[config.mk]
export PLATFORM = sky130hd
export DESIGN_NAME = motor_reply_frame_parser_core
export DESIGN_NICKNAME = d
export VERILOG_FILES = /design/src/rtl/mrfp_pkg.sv /design/src/rtl/motor_reply_frame_parser_core.sv /design/src/rtl/mrfp_front.sv /design/src/rtl/mrfp_queue.sv /design/src/rtl/mrfp_back.sv
export SDC_FILE = /design/constraint.sdc
export NUM_CORES = 1
export LEC_CHECK = 0
export CAP_MARGIN = 20
export CORE_ASPECT_RATIO = 1.75
export CORE_MARGIN = 4
export CORE_UTILIZATION = 40
export CTS_BUF_LIST = sky130_fd_sc_hd__clkbuf_8
export CTS_CLUSTER_SIZE = 40
export DETAILED_ROUTE_END_ITERATION = 10
export DONT_BUFFER_PORTS = 1
export HOLD_SLACK_MARGIN = 0.05
export PLACE_DENSITY = 0.61
export SLEW_MARGIN = 5
export SYNTH_ARGS = -nofsm -noshare
export SYNTH_HDL_FRONTEND = slang
export SYNTH_SLANG_ARGS = --single-unit
[constraint.sdc]
create_clock -name clk -period 12.5 [get_ports clk]
set_clock_uncertainty 0.2 [all_clocks]
set_input_delay 1.875 -clock clk [delete_from_list [all_inputs] [get_ports clk]]
set_output_delay 1.875 -clock clk [all_outputs]
set_load 0.1 [all_outputs]
[src/rtl/mrfp_pkg.sv]
package mrfp_pkg;

  localparam int unsigned FRAME_BUFFER_BYTES_DEF = 8;

  localparam int unsigned BYTE_W = 8;
  localparam int unsigned LEN_W  = 4;
  localparam int unsigned KIND_W = 2;
  localparam int unsigned POS_W  = 32;

  localparam logic [BYTE_W-1:0] CODE_POSITION   = 8'h36;
  localparam logic [BYTE_W-1:0] CODE_FLAGS      = 8'h3A;
  localparam logic [BYTE_W-1:0] CODE_ZERO_ACK   = 8'h0A;
  localparam logic [BYTE_W-1:0] CODE_ENABLE_ACK = 8'hF3;
  localparam logic [BYTE_W-1:0] CODE_MOVE_ACK   = 8'hFD;
  localparam logic [BYTE_W-1:0] FRAME_END       = 8'h6B;

  localparam logic [LEN_W-1:0] LEN_NONE     = 4'd0;
  localparam logic [LEN_W-1:0] LEN_POSITION = 4'd8;
  localparam logic [LEN_W-1:0] LEN_SHORT    = 4'd4;

  localparam logic [KIND_W-1:0] KIND_POSITION = 2'd0;
  localparam logic [KIND_W-1:0] KIND_FLAGS    = 2'd1;
  localparam logic [KIND_W-1:0] KIND_REPLY    = 2'd2;

  localparam logic [BYTE_W-1:0] ADDR_RESET = 8'h01;

  localparam int unsigned Q_DEPTH = 2;
  localparam int unsigned Q_PTR_W = (Q_DEPTH > 1) ? $clog2(Q_DEPTH) : 1;
  localparam int unsigned Q_CNT_W = $clog2(Q_DEPTH + 1);

  typedef struct packed {
    logic [BYTE_W-1:0] code;
    logic [BYTE_W-1:0] byte2;
    logic [POS_W-1:0]  magnitude;
  } frame_rec_t;

  typedef struct packed {
    logic       valid;
    frame_rec_t rec;
  } q_push_t;

  typedef struct packed {
    logic       valid;
    frame_rec_t rec;
  } q_head_t;

  function automatic logic [LEN_W-1:0] length_for_code(input logic [BYTE_W-1:0] code);
    logic [LEN_W-1:0] len;
    case (code)
      CODE_POSITION:   len = LEN_POSITION;
      CODE_FLAGS:      len = LEN_SHORT;
      CODE_ZERO_ACK:   len = LEN_SHORT;
      CODE_ENABLE_ACK: len = LEN_SHORT;
      CODE_MOVE_ACK:   len = LEN_SHORT;
      default:         len = LEN_NONE;
    endcase
    return len;
  endfunction

endpackage

[src/rtl/motor_reply_frame_parser_core.sv]
// Reply frame parser for a stepper driver serial link.
// Input channel: one received byte per transfer (in_valid, in_stall, in_rx_byte).
// A frame starts with the configured address byte, then a command code that sets
// its length (8 bytes for a position report, 4 for flags or a command reply), and
// must end in the terminator 0x6B; anything else is dropped without a result.
// Result channel: one transfer per good frame (out_valid, out_stall, kind and the
// fields of that kind; fields of other kinds read as zero).
// Configuration: cfg_valid/cfg_ready write the device address (reset 1);
// cfg_ready is always high. Write only while no frame is in progress.
// Throughput: one byte per cycle while in_stall is low.
// A good frame enters the queue when its terminator byte transfers; out_valid
// rises once the output register loads it from the queue head, but a position
// report whose magnitude has bit 31 set is popped without a result.
// Reset clears the parser, the two-entry frame queue and the output valid flag.
// When the receiver stalls, the result holds in the output register and further
// frames fill the queue; once it is full, in_stall rises until a slot frees.
module motor_reply_frame_parser_core
  import mrfp_pkg::*;
#(
  parameter int unsigned FRAME_BUFFER_BYTES = FRAME_BUFFER_BYTES_DEF
) (
  input  logic                    clk,
  input  logic                    rst_n,
  input  logic                    cfg_valid,
  output logic                    cfg_ready,
  input  logic [BYTE_W-1:0]       cfg_device_address,
  input  logic                    in_valid,
  output logic                    in_stall,
  input  logic [BYTE_W-1:0]       in_rx_byte,
  output logic                    out_valid,
  input  logic                    out_stall,
  output logic [KIND_W-1:0]       out_frame_kind,
  output logic signed [POS_W-1:0] out_position,
  output logic [BYTE_W-1:0]       out_flag_bits,
  output logic [BYTE_W-1:0]       out_reply_code,
  output logic [BYTE_W-1:0]       out_reply_status
);

  q_push_t q_push;
  q_head_t q_head;
  logic    q_full;
  logic    q_pop;

  assign cfg_ready = 1'b1;
  assign in_stall  = q_full;

  mrfp_front #(
    .FRAME_BUFFER_BYTES(FRAME_BUFFER_BYTES)
  ) u_front (
    .clk                (clk),
    .rst_n              (rst_n),
    .cfg_valid          (cfg_valid && cfg_ready),
    .cfg_device_address (cfg_device_address),
    .in_valid           (in_valid),
    .in_rx_byte         (in_rx_byte),
    .q_full             (q_full),
    .q_push             (q_push)
  );

  mrfp_queue u_queue (
    .clk    (clk),
    .rst_n  (rst_n),
    .q_push (q_push),
    .q_full (q_full),
    .q_head (q_head),
    .q_pop  (q_pop)
  );

  mrfp_back u_back (
    .clk              (clk),
    .rst_n            (rst_n),
    .q_head           (q_head),
    .q_pop            (q_pop),
    .out_valid        (out_valid),
    .out_stall        (out_stall),
    .out_frame_kind   (out_frame_kind),
    .out_position     (out_position),
    .out_flag_bits    (out_flag_bits),
    .out_reply_code   (out_reply_code),
    .out_reply_status (out_reply_status)
  );

endmodule

[src/rtl/mrfp_front.sv]
module mrfp_front
  import mrfp_pkg::*;
#(
  parameter int unsigned FRAME_BUFFER_BYTES = FRAME_BUFFER_BYTES_DEF
) (
  input  logic              clk,
  input  logic              rst_n,
  input  logic              cfg_valid,
  input  logic [BYTE_W-1:0] cfg_device_address,
  input  logic              in_valid,
  input  logic [BYTE_W-1:0] in_rx_byte,
  input  logic              q_full,
  output q_push_t           q_push
);

  localparam int unsigned IDX_W = $clog2(FRAME_BUFFER_BYTES);
  localparam int unsigned CNT_W = $clog2(FRAME_BUFFER_BYTES + 1);
  localparam logic [CNT_W-1:0] BUF_FULL = CNT_W'(FRAME_BUFFER_BYTES);

  localparam logic [1:0] PH_ADDR    = 2'd0;
  localparam logic [1:0] PH_CMD     = 2'd1;
  localparam logic [1:0] PH_COLLECT = 2'd2;

  logic [BYTE_W-1:0] device_address_r;
  logic [1:0]        phase_r, phase_nxt;
  logic [CNT_W-1:0]  byte_index_r, byte_index_nxt;
  logic [LEN_W-1:0]  frame_length_r, frame_length_nxt;
  logic [BYTE_W-1:0] frame_bytes_r [FRAME_BUFFER_BYTES];
  logic              accept;
  logic              buf_we;
  logic              push;
  logic [CNT_W-1:0]  index_inc;

  assign accept    = in_valid && !q_full;
  assign index_inc = byte_index_r + CNT_W'(1);

  always_comb begin
    phase_nxt        = phase_r;
    byte_index_nxt   = byte_index_r;
    frame_length_nxt = frame_length_r;
    buf_we           = 1'b0;
    push             = 1'b0;
    if (accept) begin
      case (phase_r)
        PH_ADDR: begin
          if (in_rx_byte == device_address_r) begin
            byte_index_nxt = CNT_W'(1);
            phase_nxt      = PH_CMD;
          end
        end
        PH_CMD: begin
          if (byte_index_r >= BUF_FULL) begin
            phase_nxt      = PH_ADDR;
            byte_index_nxt = '0;
          end else begin
            buf_we           = 1'b1;
            byte_index_nxt   = index_inc;
            frame_length_nxt = length_for_code(in_rx_byte);
            if (frame_length_nxt == LEN_NONE) begin
              phase_nxt      = PH_ADDR;
              byte_index_nxt = '0;
            end else begin
              phase_nxt = PH_COLLECT;
            end
          end
        end
        PH_COLLECT: begin
          if (byte_index_r >= BUF_FULL) begin
            phase_nxt      = PH_ADDR;
            byte_index_nxt = '0;
          end else begin
            buf_we         = 1'b1;
            byte_index_nxt = index_inc;
            if (index_inc >= CNT_W'(frame_length_r)) begin
              push           = (in_rx_byte == FRAME_END);
              phase_nxt      = PH_ADDR;
              byte_index_nxt = '0;
            end
          end
        end
        default: begin
          phase_nxt      = PH_ADDR;
          byte_index_nxt = '0;
        end
      endcase
    end
  end

  always_ff @(posedge clk) begin
    if (!rst_n) begin
      device_address_r <= ADDR_RESET;
      phase_r          <= PH_ADDR;
      byte_index_r     <= '0;
      frame_length_r   <= LEN_NONE;
    end else begin
      if (cfg_valid) begin
        device_address_r <= cfg_device_address;
      end
      phase_r        <= phase_nxt;
      byte_index_r   <= byte_index_nxt;
      frame_length_r <= frame_length_nxt;
    end
  end

  always_ff @(posedge clk) begin
    if (buf_we) begin
      frame_bytes_r[byte_index_r[IDX_W-1:0]] <= in_rx_byte;
    end
  end

  assign q_push.valid         = push;
  assign q_push.rec.code      = frame_bytes_r[1];
  assign q_push.rec.byte2     = frame_bytes_r[2];
  assign q_push.rec.magnitude = {frame_bytes_r[3], frame_bytes_r[4],
                                 frame_bytes_r[5], frame_bytes_r[6]};

`ifndef SYNTHESIS
  a_collect_has_length: assert property (@(posedge clk) disable iff (!rst_n)
    (phase_r == PH_COLLECT) |-> (frame_length_r != LEN_NONE))
    else $error("collecting without a frame length");

  a_index_in_buffer: assert property (@(posedge clk) disable iff (!rst_n)
    (phase_r == PH_ADDR) |-> (byte_index_r == '0))
    else $error("byte index not cleared while waiting for address");
`endif

endmodule

[src/rtl/mrfp_queue.sv]
module mrfp_queue
  import mrfp_pkg::*;
(
  input  logic    clk,
  input  logic    rst_n,
  input  q_push_t q_push,
  output logic    q_full,
  output q_head_t q_head,
  input  logic    q_pop
);

  frame_rec_t         entries_r [Q_DEPTH];
  logic [Q_PTR_W-1:0] wr_ptr_r, wr_ptr_nxt;
  logic [Q_PTR_W-1:0] rd_ptr_r, rd_ptr_nxt;
  logic [Q_CNT_W-1:0] count_r, count_nxt;
  logic               do_push;
  logic               do_pop;

  assign q_full       = (count_r == Q_CNT_W'(Q_DEPTH));
  assign q_head.valid = (count_r != '0);
  assign q_head.rec   = entries_r[rd_ptr_r];

  assign do_push = q_push.valid && !q_full;
  assign do_pop  = q_pop && q_head.valid;

  always_comb begin
    wr_ptr_nxt = wr_ptr_r;
    rd_ptr_nxt = rd_ptr_r;
    count_nxt  = count_r;
    if (do_push) begin
      wr_ptr_nxt = (wr_ptr_r == Q_PTR_W'(Q_DEPTH - 1)) ? '0 : wr_ptr_r + Q_PTR_W'(1);
    end
    if (do_pop) begin
      rd_ptr_nxt = (rd_ptr_r == Q_PTR_W'(Q_DEPTH - 1)) ? '0 : rd_ptr_r + Q_PTR_W'(1);
    end
    case ({do_push, do_pop})
      2'b10:   count_nxt = count_r + Q_CNT_W'(1);
      2'b01:   count_nxt = count_r - Q_CNT_W'(1);
      default: count_nxt = count_r;
    endcase
  end

  always_ff @(posedge clk) begin
    if (!rst_n) begin
      wr_ptr_r <= '0;
      rd_ptr_r <= '0;
      count_r  <= '0;
    end else begin
      wr_ptr_r <= wr_ptr_nxt;
      rd_ptr_r <= rd_ptr_nxt;
      count_r  <= count_nxt;
    end
  end

  always_ff @(posedge clk) begin
    if (do_push) begin
      entries_r[wr_ptr_r] <= q_push.rec;
    end
  end

`ifndef SYNTHESIS
  a_no_push_when_full: assert property (@(posedge clk) disable iff (!rst_n)
    q_full |-> !q_push.valid)
    else $error("transfer pushed into a full queue");

  a_count_bounded: assert property (@(posedge clk) disable iff (!rst_n)
    count_r <= Q_CNT_W'(Q_DEPTH))
    else $error("queue count beyond depth");
`endif

endmodule

[src/rtl/mrfp_back.sv]
module mrfp_back
  import mrfp_pkg::*;
(
  input  logic                    clk,
  input  logic                    rst_n,
  input  q_head_t                 q_head,
  output logic                    q_pop,
  output logic                    out_valid,
  input  logic                    out_stall,
  output logic [KIND_W-1:0]       out_frame_kind,
  output logic signed [POS_W-1:0] out_position,
  output logic [BYTE_W-1:0]       out_flag_bits,
  output logic [BYTE_W-1:0]       out_reply_code,
  output logic [BYTE_W-1:0]       out_reply_status
);

  logic                    out_valid_r, out_valid_nxt;
  logic [KIND_W-1:0]       kind_r, kind_nxt;
  logic signed [POS_W-1:0] position_r, position_nxt;
  logic [BYTE_W-1:0]       flag_bits_r, flag_bits_nxt;
  logic [BYTE_W-1:0]       reply_code_r, reply_code_nxt;
  logic [BYTE_W-1:0]       reply_status_r, reply_status_nxt;
  logic                    slot_free;
  logic                    drop;

  assign slot_free = !out_valid_r || !out_stall;
  assign q_pop     = q_head.valid && slot_free;

  always_comb begin
    kind_nxt         = KIND_REPLY;
    position_nxt     = '0;
    flag_bits_nxt    = '0;
    reply_code_nxt   = '0;
    reply_status_nxt = '0;
    drop             = 1'b0;
    case (q_head.rec.code)
      CODE_POSITION: begin
        kind_nxt = KIND_POSITION;
        drop     = q_head.rec.magnitude[POS_W-1];
        position_nxt = (q_head.rec.byte2 != '0) ? -$signed(q_head.rec.magnitude)
                                                : $signed(q_head.rec.magnitude);
      end
      CODE_FLAGS: begin
        kind_nxt      = KIND_FLAGS;
        flag_bits_nxt = q_head.rec.byte2;
      end
      default: begin
        kind_nxt         = KIND_REPLY;
        reply_code_nxt   = q_head.rec.code;
        reply_status_nxt = q_head.rec.byte2;
      end
    endcase
    out_valid_nxt = slot_free ? (q_head.valid && !drop) : out_valid_r;
  end

  always_ff @(posedge clk) begin
    if (!rst_n) begin
      out_valid_r <= 1'b0;
    end else begin
      out_valid_r <= out_valid_nxt;
    end
  end

  always_ff @(posedge clk) begin
    if (q_pop) begin
      kind_r         <= kind_nxt;
      position_r     <= position_nxt;
      flag_bits_r    <= flag_bits_nxt;
      reply_code_r   <= reply_code_nxt;
      reply_status_r <= reply_status_nxt;
    end
  end

  assign out_valid        = out_valid_r;
  assign out_frame_kind   = kind_r;
  assign out_position     = position_r;
  assign out_flag_bits    = flag_bits_r;
  assign out_reply_code   = reply_code_r;
  assign out_reply_status = reply_status_r;

`ifndef SYNTHESIS
  a_position_in_range: assert property (@(posedge clk) disable iff (!rst_n)
    (out_valid_r && (kind_r == KIND_POSITION)) |-> (position_r != 32'sh8000_0000))
    else $error("position transfer with oversized magnitude");
`endif

endmodule

==> impl_metrics.csv, run 1 <==
group,metric,value,unit
sta,setup_tns,0,ns
logic_synthesis,synth_flop_cell,"edfxtp_1",
logic_synthesis,synth-seq-cells,224,
sta,setup_violations,0,
clock_network,cts_buffer_depth,3,
detailed_routing,post_drt_via_cell_ratio,5.14,
die,coreArea,22800,µm²
sta,hold_viol,0,
detailed_routing,antenna_left,0,
detailed_routing,routedWlPerCell,18.2,µm
logic_synthesis,synth-simple-area-share,11.6,%
sta,clock.fmax,254,MHz
pwr,p_comb_share,0.6,%
clock_network,holdBufCountCts,0,
setup_path,critPathRequiredTime,10.43,ns
logic_synthesis,ys_async_sr_fraction,0,%
setup_path,critical_path.top_delay_family,"simple AND/OR/NAND/NOR gates",
sta,grt_setup_unrepaired,"no",
final_layout,synthToLayoutAreaGrowth,10.5,%
logic_synthesis,synth.avg_cell_area,14.1,µm²
logic_synthesis,synth_xor_area_share,3.94,%
grt,grt_pass1_wl,28500,µm
clock_network,cts_root_buf,"clkbuf_8",
die,rows,73,
die,die-area,25900,µm²
grt,grt.total_usage,14.2,%
pwr,peakVddDrop,0.0937,mV
logic_synthesis,synth_cells,662,
setup_path,worst_setup_path_end_kind,"output port",
placed_design,routabilityCongestion,0.759,
grt,grt_max_degree,80,
final_layout,drive_gt1_share,10.0,%
die,die_y,210,µm
status,status,"completed",
setup_path,worst-path-max-fanout,5,
clock_network,htreeDepth,1,
pwr,swShare,19.1,%
pwr,p_int,0.00113,W
sta,fin_crit_sh,31.5,%
detailed_routing,wl,18100,µm
detailed_routing,drtPass1Iterations,4,
logic_synthesis,yosysWarnings,0,
flow_run,max_cap_viol_count,0,
clock_network,clk_pin_slew,0.07,ns
pwr,p_sw,0.000266,W
detailed_routing,drc_errors,0,
logic_synthesis,synth_fa_ha_area_share,1.34,%
sta,final_max_slew_viol_count,0,
die,start_util,40.9,%
pwr,clock_power_share,41.4,%
clock_network,clk-insertion-delay-late,0.56,ns
setup_path,worst-path-buf-inv,1,
grt,grt_overflow,0,
sta,period_needed,3.93,ns
logic_synthesis,synth-compound-area-share,5.32,%
setup_path,worstSetupPathType,"reg2out",
setup_path,start_kind,"register",
setup_path,worstPathCellList,"inv_1 > nor2_2",
logic_synthesis,yosysSeqAreaShare,69.7,%
detailed_routing,drtIter0Drc,233,
setup_path,crit_arrival,1.86,ns
clock_network,clock-sinks,224,
grt,grt_antenna_before_repair,0,
hold_path,hold_path_class,"reg2reg",
placed_design,io_buffers,0,
pwr,powerDensity,135,nW/µm²
final_layout,nNetsFinal,706,
clock_network,cts_tree,"done",
logic_synthesis,synth_area,9340,µm²
placed_design,place_inst,942,
logic_synthesis,synth_nets,693,
logic_synthesis,synth_edf_count,202,
clock_network,postCtsSetupBuffers,0,
pwr,leakage,3.30,nW
setup_path,cpPeakStageDelay,0.83,ns
clock_network,cts_resized,0,
die,die_x,123,µm
clock_network,numCtsBuffers,31,
grt,grt_pass1_vias,5399,
logic_synthesis,yosysUniqueCellTypes,56,
logic_synthesis,synth_top_family_by_area,"simple AND/OR/NAND/NOR gates",
final_layout,diodes,0,
sta,maxSlewHeadroom,28.8,%
final_layout,instances_no_fill,999,
setup_path,slowest_stage,"nor2_2",
pwr,seqPwrFrac,58.0,%
die,num_io_pins,82,
detailed_routing,num_vias,5139,
placed_design,hpwl,12600,µm
logic_synthesis,synth.mux.area_fraction,6.33,%
sta,worstMarginPinSlew,1.07,ns
-- cell type report --
class	instances	area, µm²
clock buffers	31	427
clock inverters	26	225
fillers	2086	12500
inverters	12	45.0
multi-input cells	400	2690
flip-flops and latches	224	6510
well taps	300	375
repair buffers	6	45.0
-- Yosys cell counts (all sizes together) (2+ instances only) --
library cell  number  area share, %
a21oi             21            1.1
dfxtp             22            4.7
o41ai              3           0.44
nor2b             12           0.80
mux2i             50            5.4
or2                3           0.20
a31oi              4           0.27
clkbuf            14           0.56
edfxtp           202             65
o21a               3           0.24
buf               12           0.67
o31ai              5           0.40
or3                6           0.40
a41oi              2           0.19
a21boi             2           0.16
mux2               8           0.96
nor3              25            1.3
nor3b             12           0.96
o211ai             2           0.16
or3b               2           0.19
nand3              9           0.54
ha                10            1.3
o2111ai            2           0.19
o21ai             12           0.64
or4b               3           0.32
a21o               4           0.32
o22ai              8           0.54
nor4              10           0.74
nand4b             3           0.28
inv               12           0.48
xor2              24            2.3
xnor2             18            1.7
nor2              81            3.3
nand2b             5           0.34
nand3b             2           0.16
nand2             30            1.2
and2               6           0.40
-- sequential cells by signal (all words and copies together) (netlist names), named ones only --
register / cells
u_queue.entries_r: 96
u_back.out_valid: 1
u_back.out_reply_status: 8
u_front.phase_r: 2
u_back.out_position: 32
u_queue.wr_ptr_r: 1
u_queue.rd_ptr_r: 1
u_back.out_reply_code: 8
u_back.out_flag_bits: 8
u_queue.count_r: 2
u_front.frame_bytes_r: 48
u_front.byte_index_r: 4
u_back.out_frame_kind: 2
u_front.frame_length_r: 2
u_front.device_address_r: 8
-- stage by stage --
step | area, µm² | utilization, % | worst slack [ns] | total power (W) | hold slack, ns
6_report | 10300 | 45.2 | 8.57 | 0.00140 | 0.242
3_5_place_dp | 9660 | 42.3 | 8.18 | 0.000834 | 0.231
5_1_grt | 10300 | 45.2 | 8.49 | 0.00145 | 0.256
3_3_place_gp | 9660 | 42.3 | 8.23 | 0.000833 | 0.223
4_1_cts | 10300 | 45.2 | 8.51 | 0.00141 | 0.243
2_1_floorplan | 9340 | - | 6.93 | 0.000834 | 0.221
-- routing by layer --
layer,global-route usage [%],part of all wire (%),vias up
met4,6.50,3.6,0
met3,2.60,4.6,47
met2,25.8,54,131
li1,-,-,2497
met5,0,0,-
met1,15.7,38,2464
-- power groups by stage --
stage | Sequential [W] | Combinational, W | Clock (W)
floorplan | 0.000825 | 0.00000947 | 0
global placement | 0.000825 | 0.00000826 | 0
detailed placement | 0.000825 | 0.00000867 | 0
CTS | 0.000809 | 0.00000870 | 0.000595
global route | 0.000808 | 0.00000975 | 0.000633
finish | 0.000809 | 0.00000863 | 0.000578
-- cells by family (layout without fill, tap and decap cells) --
logic type	count (synthesis)	in the layout
simple gates	214	214
xor+xnor	42	42
flops	224	224
compound gates	75	75
fa+ha+maj	10	10
buf+inv	38	75
mux	58	58
other cells	1	1
-- path summary, 6_finish.rpt --
kind | from | end | slack, ns | depth (start not counted)
worst max-delay path | u_queue.count_r[1] | in_stall | 8.57 | 2
worst min-delay path | u_front.frame_bytes_r[6][7] | u_queue.entries_r[1][7] | 0.24 | 0
worst max register to register | register | u_back.out_position[28] | 8.80 | 7
worst min register to register | u_front.frame_bytes_r[6][7] | u_queue.entries_r[1][7] | 0.24 | 0
-- cell usage in the layout (no fill, tap or decap), drive strengths merged, types with 3 or more instances in the layout --
cell type,Yosys,routed
a21o,4,4
a21oi,21,21
a31oi,4,4
and2,6,6
buf,12,6
bufinv,0,4
clkbuf,14,31
clkinv,0,9
clkinvlp,0,3
dfxtp,22,22
edfxtp,202,202
ha,10,10
inv,12,22
mux2,8,8
mux2i,50,50
nand2,30,30
nand2b,5,5
nand3,9,9
nand4b,3,3
nor2,81,81
nor2b,12,12
nor3,25,25
nor3b,12,12
nor4,10,10
o21a,3,3
o21ai,12,12
o22ai,8,8
o31ai,5,5
o41ai,3,3
or2,3,3
or3,6,6
or4b,3,3
xnor2,18,18
xor2,24,24
(Power assumes the default switching activity.)
==> run 2, diff against run 1 <==
--- a/config.mk
+++ b/config.mk
@@ -5,6 +5,7 @@
 export SDC_FILE = /design/constraint.sdc
 export NUM_CORES = 1
 export LEC_CHECK = 0
+export ABC_AREA = 1
 export CAP_MARGIN = 20
 export CORE_ASPECT_RATIO = 1.75
 export CORE_MARGIN = 4
@@ -14,7 +15,7 @@
 export DETAILED_ROUTE_END_ITERATION = 10
 export DONT_BUFFER_PORTS = 1
 export HOLD_SLACK_MARGIN = 0.05
-export PLACE_DENSITY = 0.61
+export PLACE_DENSITY = 0.63
 export SLEW_MARGIN = 5
 export SYNTH_ARGS = -nofsm -noshare
 export SYNTH_HDL_FRONTEND = slang
==> constraint.sdc (replaced) <==
create_clock -name clk -period 3.4 [get_ports clk]
set_clock_uncertainty 0.2 [all_clocks]
set_input_delay 0.51 -clock clk [delete_from_list [all_inputs] [get_ports clk]]
set_output_delay 0.51 -clock clk [all_outputs]
set_load 0.1 [all_outputs]
==> run 2 against run 1 <==
Global-route usage grew 0.25 points. Cell area is 5.6% higher. Sequential share of layout area decreased by 3.4 points. Routed wire length grew 5.6%. Critical path depth up 11. Largest cell class unchanged. Critical path type is now reg2reg. Clock power rose to 3.7 times the previous value. Final cell count up 31%.
==> impl_metrics.csv, run 2 <==
group,metric,value,unit
final_layout,final_cell_mix,"nand2_1 (259), edfxtp_1 (202), inv_1 (139)",
setup_path,critPathRequiredTime,3.61,ns
clock_network,cts_buffer_depth,3,
grt,grt_pass1_vias,6002,
setup_path,regToRegStartpoint,"u_front.byte_index_r[0]",
sta,layout_setup_ws,0.573,ns
logic_synthesis,synth.avg_cell_area,10.5,µm²
grt,grt_max_degree,62,
sta,period_needed,2.83,ns
final_layout,nNetsFinal,1002,
detailed_routing,post_drt_via_cell_ratio,4.67,
detailed_routing,routedWlPerCell,14.7,µm
die,rows,75,
final_layout,diodes,0,
die,die_x,126,µm
die,coreArea,23900,µm²
placed_design,io_buffers,0,
final_layout,top_register,"u_queue.entries_r",
setup_path,crit_arrival,3.04,ns
die,start_util,40.4,%
placed_design,dpl_cell_area,10000,µm²
detailed_routing,wl,19200,µm
flow_run,max_cap_viol_count,0,
logic_synthesis,yosysTopAreaCellShare,62.7,%
placed_design,routabilityCongestion,0.901,
final_layout,final_area,10900,µm²
clock_network,cts_tree,"done",
logic_synthesis,yosysUniqueCellTypes,39,
sta,maxSlewHeadroom,36.6,%
logic_synthesis,synth.most_common_cell,"nand2_1",
die,die_y,214,µm
setup_path,worst-path-max-fanout,8,
final_layout,largest_register_ff_count,96,
hold_path,hold_path_class,"in2reg",
clock_network,clk-insertion-delay-late,0.54,ns
final_layout,fillCellCount,2238,
sta,worstMarginPinSlew,0.953,ns
logic_synthesis,synth_nets,953,
setup_path,r2r-end,"u_queue.count_r[1]",
grt,grt_antenna_before_repair,0,
logic_synthesis,synth_area,9680,µm²
pwr,leakage,4.41,nW
logic_synthesis,synth-seq-cells,224,
logic_synthesis,yosys.area.top_type,"edfxtp_1",
grt,grt.total_usage,14.4,%
clock_network,numCtsBuffers,34,
detailed_routing,drtIter0Drc,334,
clock_network,htreeDepth,2,
logic_synthesis,synth_edf_count,202,
setup_path,worst_setup_path_end_kind,"register",
logic_synthesis,yosysWarnings,0,
sta,clock.fmax,354,MHz
die,num_io_pins,82,
clock_network,clk_pin_slew,0.06,ns
clock_network,cts_root_buf,"clkbuf_8",
logic_synthesis,ys_top_cells_by_count,"nand2_1 (259), edfxtp_1 (202), inv_1 (128)",
sta,setup_tns,0,ns
die,die-area,26800,µm²
detailed_routing,num_vias,6088,
clock_network,postCtsSetupBuffers,0,
setup_path,endpoint,"u_queue.count_r[1]",
setup_path,rr_worst_depth,13,
setup_path,start_kind,"register",
logic_synthesis,synth_flop_cell,"edfxtp_1",
logic_synthesis,ys_async_sr_fraction,0,%
logic_synthesis,synth_cells,922,
placed_design,place_ws,0.515,ns
setup_path,crit_start,"u_front.byte_index_r[0]",
clock_network,clock-sinks,224,
sta,setup_violations,0,
sta,hold_viol,0,
final_layout,synthToLayoutAreaGrowth,12.6,%
detailed_routing,drtPass1Iterations,5,
sta,fin_crit_sh,83.1,%
final_layout,instances_no_fill,1305,
sta,final_max_slew_viol_count,0,
detailed_routing,drc_errors,0,
pwr,powerDensity,778,nW/µm²
final_layout,final_common_cell,"nand2_1",
grt,grt_pass1_wl,30500,µm
setup_path,worstSetupPathType,"reg2reg",
placed_design,place_inst,1224,
logic_synthesis,synth_area_leaders,"edfxtp_1 (63%), nand2_1 (10%), inv_1 (5.0%)",
grt,grt_overflow,0,
pwr,peakVddDrop,0.288,mV
sta,whs,0.143,ns
final_layout,drive_gt1_share,9.33,%
status,status,"completed",
final_layout,multi_input_area,2510,µm²
clock_network,cts_resized,0,
final_layout,seq_area,6510,µm²
detailed_routing,antenna_left,0,
setup_path,regToRegSetupSlack,0.57,ns
placed_design,hpwl,13300,µm
sta,grt_setup_unrepaired,"no",
logic_synthesis,yosysSeqAreaShare,67.2,%
==> run 2: changes by cell type in the layout (fill, tap and decap cells not counted), moves of 14 or more <==
cell           previous run  this run
o21ai_0                   7        29
mux2i_1                  50         2
inv_1                    21       139
nor2_1                   78       103
nand2_1                  30       259
dlygate4sd3_1             0        19
xor2_1                   24         1
a21oi_1                  21        35
==> run 2: power breakdown <==
group	switching (W)	internal (W)	total, W
clock network	0.00101	0.00114	0.00215
registers	0.00209	0.00339	0.00549
logic	0.000635	0.000205	0.000840
==> run 2: logic make-up (layout without fill, tap and decap cells) <==
logic type	count (synthesis)	in the layout	share of synthesized area, %
multiplexers	2	2	0.207
flip-flops	224	224	67.2
AO/OA/AOI/OAI	86	86	4.81
XOR/XNOR	7	7	0.634
adder cells (fa/ha/maj)	10	10	1.29
buffers and inverters	153	228	7.03
AND/OR/NAND/NOR	439	439	18.7
other	1	1	0.0388
==> run 2: worst min-delay path by stage <==
stage | end | slack [ns] | depth (start not counted) | startpoint
CTS | u_front.frame_length_r[3] | 0.1 | 5 | in_rx_byte[3]
global route | u_front.frame_length_r[3] | 0.16 | 5 | in_rx_byte[3]
floorplan | u_queue.entries_r[0][0] | 0.22 | 0 | u_front.frame_bytes_r[6][0]
detailed placement | u_queue.entries_r[0][28] | 0.23 | 0 | u_front.frame_bytes_r[3][4]
finish | u_front.frame_length_r[3] | 0.14 | 5 | in_rx_byte[3]
global placement | u_queue.entries_r[0][9] | 0.22 | 0 | u_front.frame_bytes_r[5][1]
==> run 2: per-stage QoR <==
| stage | total power (W) | utilization (%) |
|---|---|---|
| final | 0.00848 | 45.5 |
| after global routing | 0.00882 | 45.5 |
| after CTS | 0.00858 | 45.5 |
| after detailed placement | 0.00637 | 41.9 |
| after global placement | 0.00635 | 41.9 |
| after floorplan | 0.00617 | - |
==> run 2: what timing repair did <==
item | 4_1_cts | 5_1_grt
hold buffers | 19 | 0
endpoints found under the setup margin | 0 | 0
hold endpoints to repair | 69 | 0
==> run 2: worst max-delay path, cell delays in order, from the launching register on <==
cell and delay, ns:
dfxtp_1 0.47, ha_1 0.23, xnor2_1 0.09, ha_1 0.29, nand2_1 0.05, nand2_1 0.06
a21oi_1 0.05, inv_1 0.06, nand4_1 0.30, ha_1 0.45, a21oi_1 0.12, o21ai_0 0.12
o21ai_0 0.18, a21oi_1 0.05
==> run 2: cell type report <==
class                   count  area share, %
multi-input cells         545           23.0
clock buffers              39           4.93
clock inverters            23           1.23
inverters                 133           4.64
well taps                 308           3.54
flip-flops and latches    224           59.7
repair buffers             33           2.94
==> run 2: per-layer routing <==
layer  up-vias  wire length, µm  track usage (%)
met3        59              877             3.39
met2       146            10300             27.1
met1      2765             7160             14.8
met5         -                0                0
li1       3118                -                -
met4         0              868             7.37
